`src/sv/branch_target_buffer_lru_core_defines.svh`:
```
// ----------------------------------------------------------------------------
// BTB LRU assertion macros
// Shared check macros for the branch target buffer core.
// ----------------------------------------------------------------------------
`ifndef BRANCH_TARGET_BUFFER_LRU_CORE_DEFINES_SVH
`define BRANCH_TARGET_BUFFER_LRU_CORE_DEFINES_SVH

// Check that a condition holds at every edge outside reset.
`define BTBL_ASSERT_ALWAYS(lbl, cond, msg) \
  lbl: assert property (@(posedge clk) disable iff (!rst_n) (cond)) else $error(msg);

// Check that a trigger implies a condition in the same cycle.
`define BTBL_ASSERT_SAME(lbl, trig, cond, msg) \
  lbl: assert property (@(posedge clk) disable iff (!rst_n) (trig) |-> (cond)) \
    else $error(msg);

// Check that a trigger implies a condition in the next cycle.
`define BTBL_ASSERT_NEXT(lbl, trig, cond, msg) \
  lbl: assert property (@(posedge clk) disable iff (!rst_n) (trig) |=> (cond)) \
    else $error(msg);

`endif

```
`src/sv/btbl_pkg.sv`:
```
// ----------------------------------------------------------------------------
// BTB LRU package
// Payload types, command codes and controller/datapath interface types.
// ----------------------------------------------------------------------------
`default_nettype none

package btbl_pkg;

  localparam int FIELD_W = 32;

  localparam logic CMD_LOOKUP = 1'b0;
  localparam logic CMD_INSERT = 1'b1;

  typedef struct packed {
    logic               cmd;
    logic [FIELD_W-1:0] source_addr;
    logic [FIELD_W-1:0] target_addr;
  } in_item_t;

  typedef struct packed {
    logic               hit;
    logic [FIELD_W-1:0] target_out;
  } out_item_t;

  typedef enum logic [1:0] {
    ST_IDLE,
    ST_MATCH,
    ST_UPDATE,
    ST_FINISH
  } state_t;

  // Controller to datapath
  typedef struct packed {
    logic load_in;
    logic match_en;
    logic update_en;
    logic load_out;
  } ctrl_cmd_t;

  // Datapath to controller
  typedef struct packed {
    logic out_stall;
    logic victim_found;
  } ctrl_stat_t;

endpackage

`default_nettype wire

```
`src/sv/branch_target_buffer_lru_core.sv`:
```
// ----------------------------------------------------------------------------
// Branch target buffer, fully associative, true LRU
// Lookup and insert of source/target pairs with valid-bit tracked entries.
// ----------------------------------------------------------------------------
//  channel | ports                          | payload
//  --------+--------------------------------+-------------------------------
//  input   | in_valid / in_ready / in_data  | cmd, source_addr, target_addr
//  result  | out_valid / out_ready / out_data | hit, target_out
//
//  An item passes through capture at the transfer, parallel tag and oldest-rank
//  compare, rank/store update with the target memory read, then result load;
//  out_valid rises and the next transfer can come the cycle after.
//  The registered read port of the target memory sets the last step. A result
//  waits in the output register; the next item is taken meanwhile and stalls
//  only at its own result load. Reset leaves all entries invalid, entry 0 oldest.
// ----------------------------------------------------------------------------
`default_nettype none
`include "branch_target_buffer_lru_core_defines.svh"

module branch_target_buffer_lru_core #(
  parameter int ENTRIES   = 16,
  parameter int ADDR_BITS = 32
) (
  input  logic                clk,
  input  logic                rst_n,
  input  logic                in_valid,
  output logic                in_ready,
  input  btbl_pkg::in_item_t  in_data,
  output logic                out_valid,
  input  logic                out_ready,
  output btbl_pkg::out_item_t out_data
);
  import btbl_pkg::*;

  ctrl_cmd_t  cmd;
  ctrl_stat_t stat;
  state_t     state;

  btbl_ctrl u_ctrl (
    .clk      (clk),
    .rst_n    (rst_n),
    .in_valid (in_valid),
    .stat     (stat),
    .in_ready (in_ready),
    .cmd      (cmd),
    .state    (state)
  );

  btbl_dpath #(
    .ENTRIES   (ENTRIES),
    .ADDR_BITS (ADDR_BITS)
  ) u_dpath (
    .clk       (clk),
    .rst_n     (rst_n),
    .cmd       (cmd),
    .in_data   (in_data),
    .out_ready (out_ready),
    .stat      (stat),
    .out_valid (out_valid),
    .out_data  (out_data)
  );

  `BTBL_ASSERT_NEXT(a_one_in_flight, in_valid && in_ready, !in_ready, "second item taken in flight")
  `BTBL_ASSERT_SAME(a_no_overwrite, cmd.load_out, !out_valid || out_ready, "pending result overwritten")
  `BTBL_ASSERT_ALWAYS(a_victim_exists, stat.victim_found, "no entry holds the oldest rank")
  `BTBL_ASSERT_SAME(a_load_in_finish, cmd.load_out, state == ST_FINISH, "result load outside finish")

endmodule

`default_nettype wire

```
`src/sv/btbl_ctrl.sv`:
```
// ----------------------------------------------------------------------------
// BTB LRU controller
// Sequences one item through match, update and result load.
// ----------------------------------------------------------------------------
`default_nettype none

module btbl_ctrl (
  input  logic                 clk,
  input  logic                 rst_n,
  input  logic                 in_valid,
  input  btbl_pkg::ctrl_stat_t stat,
  output logic                 in_ready,
  output btbl_pkg::ctrl_cmd_t  cmd,
  output btbl_pkg::state_t     state
);
  import btbl_pkg::*;

  state_t state_r;
  state_t state_nxt;

  always_ff @(posedge clk) begin
    if (!rst_n) begin
      state_r <= ST_IDLE;
    end else begin
      state_r <= state_nxt;
    end
  end

  always_comb begin
    state_nxt = state_r;
    unique case (state_r)
      ST_IDLE: begin
        if (in_valid) begin
          state_nxt = ST_MATCH;
        end
      end
      ST_MATCH:  state_nxt = ST_UPDATE;
      ST_UPDATE: state_nxt = ST_FINISH;
      ST_FINISH: begin
        // hold until the output register can take the result
        if (!stat.out_stall) begin
          state_nxt = ST_IDLE;
        end
      end
      default:   state_nxt = ST_IDLE;
    endcase
  end

  always_comb begin
    cmd      = '0;
    in_ready = 1'b0;
    unique case (state_r)
      ST_IDLE: begin
        in_ready    = 1'b1;
        cmd.load_in = in_valid;
      end
      ST_MATCH:  cmd.match_en  = 1'b1;
      ST_UPDATE: cmd.update_en = 1'b1;
      ST_FINISH: cmd.load_out  = !stat.out_stall;
      default: begin
        cmd      = '0;
        in_ready = 1'b0;
      end
    endcase
  end

  assign state = state_r;

endmodule

`default_nettype wire

```
`src/sv/btbl_dpath.sv`:
```
// ----------------------------------------------------------------------------
// BTB LRU datapath
// Tag match array, recency ranks, target memory and output register.
// ----------------------------------------------------------------------------
`default_nettype none

module btbl_dpath #(
  parameter int ENTRIES   = 16,
  parameter int ADDR_BITS = 32
) (
  input  logic                 clk,
  input  logic                 rst_n,
  input  btbl_pkg::ctrl_cmd_t  cmd,
  input  btbl_pkg::in_item_t   in_data,
  input  logic                 out_ready,
  output btbl_pkg::ctrl_stat_t stat,
  output logic                 out_valid,
  output btbl_pkg::out_item_t  out_data
);
  import btbl_pkg::*;

  localparam int IW = (ENTRIES > 1) ? $clog2(ENTRIES) : 1;
  localparam int RW = (ENTRIES > 1) ? $clog2(ENTRIES) : 1;
  localparam logic [RW-1:0] RANK_OLD = RW'(ENTRIES - 1);

  logic                 cmd_r;
  logic [ADDR_BITS-1:0] src_r;
  logic [ADDR_BITS-1:0] tgt_r;
  logic                 hit_r;
  logic [IW-1:0]        sel_r;
  logic [RW-1:0]        age_r;
  logic [RW-1:0]        rank_r  [ENTRIES];
  logic [ENTRIES-1:0]   valid_r;
  logic [ADDR_BITS-1:0] tag_r   [ENTRIES];
  logic [ADDR_BITS-1:0] tgt_mem [ENTRIES];
  logic [ADDR_BITS-1:0] rd_r;
  logic                 out_valid_r;
  out_item_t            out_data_r;

  logic [63:0]          src_ext;
  logic [63:0]          tgt_ext;
  logic [63:0]          rd_ext;
  logic [ENTRIES-1:0]   match;
  logic [ENTRIES-1:0]   oldest;
  logic [IW-1:0]        hit_idx;
  logic [IW-1:0]        old_idx;
  logic [RW-1:0]        hit_age;
  logic                 touch;
  logic                 fill;

  assign src_ext = 64'(in_data.source_addr);
  assign tgt_ext = 64'(in_data.target_addr);
  assign rd_ext  = 64'(rd_r);

  always_ff @(posedge clk) begin
    if (cmd.load_in) begin
      cmd_r <= in_data.cmd;
      src_r <= src_ext[ADDR_BITS-1:0];
      tgt_r <= tgt_ext[ADDR_BITS-1:0];
    end
  end

  // Valid tags are unique, so at most one entry matches; ranks are a
  // permutation, so exactly one entry holds the oldest rank.
  always_comb begin
    hit_idx = '0;
    old_idx = '0;
    hit_age = '0;
    for (int i = 0; i < ENTRIES; i++) begin
      match[i]  = valid_r[i] && (tag_r[i] == src_r);
      oldest[i] = (rank_r[i] == RANK_OLD);
      if (match[i]) begin
        hit_idx = hit_idx | IW'(i);
        hit_age = hit_age | rank_r[i];
      end
      if (oldest[i]) begin
        old_idx = old_idx | IW'(i);
      end
    end
  end

  always_ff @(posedge clk) begin
    if (cmd.match_en) begin
      hit_r <= |match;
      sel_r <= (|match) ? hit_idx : old_idx;
      age_r <= (|match) ? hit_age : RANK_OLD;
    end
  end

  assign touch = hit_r || (cmd_r == CMD_INSERT);
  assign fill  = (cmd_r == CMD_INSERT) && !hit_r;

  // Ranks: advance every entry younger than the touched one, zero the touched one
  always_ff @(posedge clk) begin
    if (!rst_n) begin
      for (int i = 0; i < ENTRIES; i++) begin
        rank_r[i] <= RW'(ENTRIES - 1 - i);
      end
      valid_r <= '0;
    end else if (cmd.update_en && touch) begin
      for (int i = 0; i < ENTRIES; i++) begin
        if (IW'(i) == sel_r) begin
          rank_r[i] <= '0;
        end else if (rank_r[i] < age_r) begin
          rank_r[i] <= rank_r[i] + RW'(1);
        end
      end
      if (fill) begin
        valid_r[sel_r] <= 1'b1;
      end
    end
  end

  always_ff @(posedge clk) begin
    if (cmd.update_en && fill) begin
      tag_r[sel_r] <= src_r;
    end
  end

  // Target memory: one write port, one registered read port
  always_ff @(posedge clk) begin
    if (cmd.update_en && fill) begin
      tgt_mem[sel_r] <= tgt_r;
    end
  end

  always_ff @(posedge clk) begin
    if (cmd.update_en) begin
      rd_r <= tgt_mem[sel_r];
    end
  end

  always_ff @(posedge clk) begin
    if (!rst_n) begin
      out_valid_r <= 1'b0;
    end else if (cmd.load_out) begin
      out_valid_r <= 1'b1;
    end else if (out_ready) begin
      out_valid_r <= 1'b0;
    end
  end

  always_ff @(posedge clk) begin
    if (cmd.load_out) begin
      out_data_r.hit        <= hit_r;
      out_data_r.target_out <= ((cmd_r == CMD_LOOKUP) && hit_r) ? rd_ext[FIELD_W-1:0]
                                                                 : '0;
    end
  end

  assign stat.out_stall    = out_valid_r && !out_ready;
  assign stat.victim_found = |oldest;
  assign out_valid         = out_valid_r;
  assign out_data          = out_data_r;

endmodule

`default_nettype wire

```
`config.mk`:
```
export PLATFORM = sky130hd
export DESIGN_NAME = branch_target_buffer_lru_core
export DESIGN_NICKNAME = d
export VERILOG_FILES = /design/src/sv/btbl_pkg.sv /design/src/sv/branch_target_buffer_lru_core.sv /design/src/sv/btbl_ctrl.sv /design/src/sv/btbl_dpath.sv
export VERILOG_INCLUDE_DIRS = /design/src /design/src/sv
export SDC_FILE = /design/constraint.sdc
export NUM_CORES = 2
export LEC_CHECK = 0
export BUFFER_PORTS_ARGS = -buffer_cell sky130_fd_sc_hd__buf_2
export CAP_MARGIN = 20
export CORE_MARGIN = 4
export CORE_UTILIZATION = 40
export DETAILED_ROUTE_END_ITERATION = 7
export PLACE_DENSITY = 0.51
export SETUP_SLACK_MARGIN = 0.1
export SYNTH_ARGS = -nofsm -noshare
export SYNTH_HDL_FRONTEND = slang
export SYNTH_HIERARCHICAL = 1
export SYNTH_SLANG_ARGS = --single-unit
```
`constraint.sdc`:
```
create_clock -name clk -period 10.2 [get_ports clk]
set_clock_uncertainty 0.1 [all_clocks]
set_input_delay 0.51 -clock clk [delete_from_list [all_inputs] [get_ports clk]]
set_output_delay 0.51 -clock clk [all_outputs]
set_load 0.02 [all_outputs]
```
==> results.toml <==
[worst_setup_path]
crit_chain = "inv_1, ha_2, buf_4, o21ai_1, buf_4, or2_2, nor3b_1, o21ai_0, o21ai_0, or2_2"
worst_setup_path_end_kind = "flip-flop"
worstSetupPathType = "flip-flop to flip-flop"
r2r-end = "u_dpath/rank_r[0][11]"
rr_worst_depth = 10
r2r_slack_ns = 6.31
cp.arrival_ns = 4.23
slowest_delay_ns = 0.56
start_kind = "flip-flop"
crit_slowest_cell = "buf_4"
crit_required_ns = 10.54
reg2reg_from = "u_ctrl/state[0]"
path_max_fanout = 35

[detailed_routing]
firstDrtPassIters = 5
drc_errors = 0
num_vias = 25700
dr.first_iter.drc_count = 2038
wl_per_cell_um = 25.9
ant_nets = 0
maxUsedRoutingLayer = "met4"
wirelength_mm = 125
vias_per_cell = 5.34
wl_met3_mm = 5.93
wl_met1_mm = 57.2
dr_wl_met2_mm = 59.2

[placed_design]
place_area_um2 = 53500
io_buffer_count = 103
place.gp.congestion = 0.808
hpwlAfterDp_mm = 68.7
dpl.cell_count = 4494

[layout]
drive_gt1_share_pct = 18.4
nFillCells = 10600
fin_nets = 3189
area_growth_pct = 14.7
layout.cells.non_filler = 4812
fin_area_um2 = 58600

[synthesis]
syn_inst = 2791
yosys_warnings = 6
syn-num-nets = 2928
avgSynthCellArea_um2 = 18.3
syn-cell-area_um2 = 51100

[die]
start_util_pct = 40.5
die_x_um = 366
ioPinCount = 104
die-height_um = 366
dieArea_um2 = 134000
rows = 130
core_um2 = 126000

[hold_path]
hp-class = "primary input to flip-flop"
hold_start = "rst_n"
min_path_cells = 2
min_to = "u_dpath/rank_r[1][17]"

[power]
p_int_uw = 9920
combPwrFrac_pct = 17.2
clock_power_share_pct = 35.7
p_switching_uw = 3620
vdd_drop_max_mv = 0.168
p_seq_share_pct = 47.1
p_leak_uw = 0.0190
power.density_nw_per_um2 = 231
p_sw_share_pct = 26.7

[run_status]
status = "completed"

[run]
maxCapViolations = 0

[clock_tree]
cts_resized = 0
cts_buffers = 135
clk_latency_ns = 0.74
htreeDepth = 4
cts-root-buf = "clkbuf_16"
cts_tree = "built"
clk_pin_slew_ns = 0.06
cts_setup_buffers = 0
cts_sinks = 1246
cts_hold_buf = 67
clk_path_buf_depth = 3

[timing]
tightest_slew_ns = 1.13
rsz0062_at_grt = "no"
max_freq_mhz = 257
fin_tns_setup_ns = 0
setup_viol = 0
slew_violations = 0
hold_viol_final = 0
fin_crit_ns = 3.89
fin_crit_sh_pct = 38.1
slew_headroom_pct = 24.7

[grt]
grt_max_degree = 104
grt_usage_pct = 18.9
antenna_found_initial = 3
grt_overflow_total = 0
grt_pass1_wl_mm = 182
grt_pass1_vias = 26400
==> state kept, by name (all words and copies together) (netlist names), 2 cells and up <==
register,flops
u_dpath/out_data,33
u_dpath/sel_r,4
u_dpath/rd_r,32
u_ctrl/state,2
u_dpath/src_r,32
u_dpath/age_r,4
u_dpath/rank_r,64
u_dpath/tgt_mem,512
u_dpath/tag_r,512
u_dpath/valid_r,16
u_dpath/tgt_r,32
==> metrics by stage <==
step	setup WS, ns	hold slack [ns]	utilization, %	power (uW)
after global routing	6.13	0.145	46.4	14100
after floorplan	4.98	0.331	-	8050
after CTS	6.26	0.0930	46.3	13700
after detailed placement	6.18	0.355	42.3	8850
after global placement	6.10	0.340	42.3	8780
final	6.31	0.165	46.4	13500
==> cell usage in the layout (no fill, tap or decap), drive strengths merged, types with 67 or more instances in the layout <==
master          n
xor2          200
xnor2         336
nand4          92
nor2           90
clkbuf        189
dlygate4sd3    67
mux4          160
ha             68
edfxtp       1227
buf           173
==> worst max-delay path by stage <==
stage                    startpoint                    end  slack (ns)  cells past startpoint
floorplan           u_ctrl/state[0]   u_dpath/tag_r[15][0]        4.98                      5
global placement              rst_n  u_dpath/rank_r[0][10]        6.10                      7
global route        u_ctrl/state[0]  u_dpath/rank_r[0][11]        6.13                     10
finish              u_ctrl/state[0]  u_dpath/rank_r[0][11]        6.31                     10
CTS                 u_ctrl/state[0]  u_dpath/rank_r[0][11]        6.26                     10
detailed placement            rst_n  u_dpath/rank_r[0][11]        6.18                      7
==> power groups by stage <==
stage	registers [uW]	logic (uW)	clock network, uW
final	6380	2330	4840
after global routing	6410	2530	5200
after CTS	6380	2380	4980
after detailed placement	6490	2360	0
after global placement	6470	2310	0
after floorplan	6480	1570	0
==> worst max-delay path, delay by kind of cell (launching register included) <==
| kind | cells | cell delay [ns] |
|---|---|---|
| AO/OA/AOI/OAI | 3 | 0.95 |
| flip-flops | 1 | 0.34 |
| adder cells (fa/ha/maj) | 1 | 0.16 |
| buffers and inverters | 3 | 0.89 |
| AND/OR/NAND/NOR | 3 | 1.12 |
==> final cells by class <==
type / count / area [um2] / area share, %
clock buffer: 189 / 3770 / 6.43
sequential: 1246 / 37200 / 63.5
clock inverter: 56 / 617 / 1.05
multi-input combinational: 1370 / 12900 / 22.0
antenna: 2 / 5.00 / 0.00853
tap: 1650 / 2060 / 3.52
inverter: 59 / 221 / 0.378
timing repair buffer: 240 / 1810 / 3.09
==> per-layer routing <==
layer,up-vias,GRT usage [%]
li1,11300,-
met1,13500,27.2
met2,679,30.3
met3,164,2.87
met4,0,4.73
met5,-,0
Note: power is estimated with default switching activity, not from simulation.
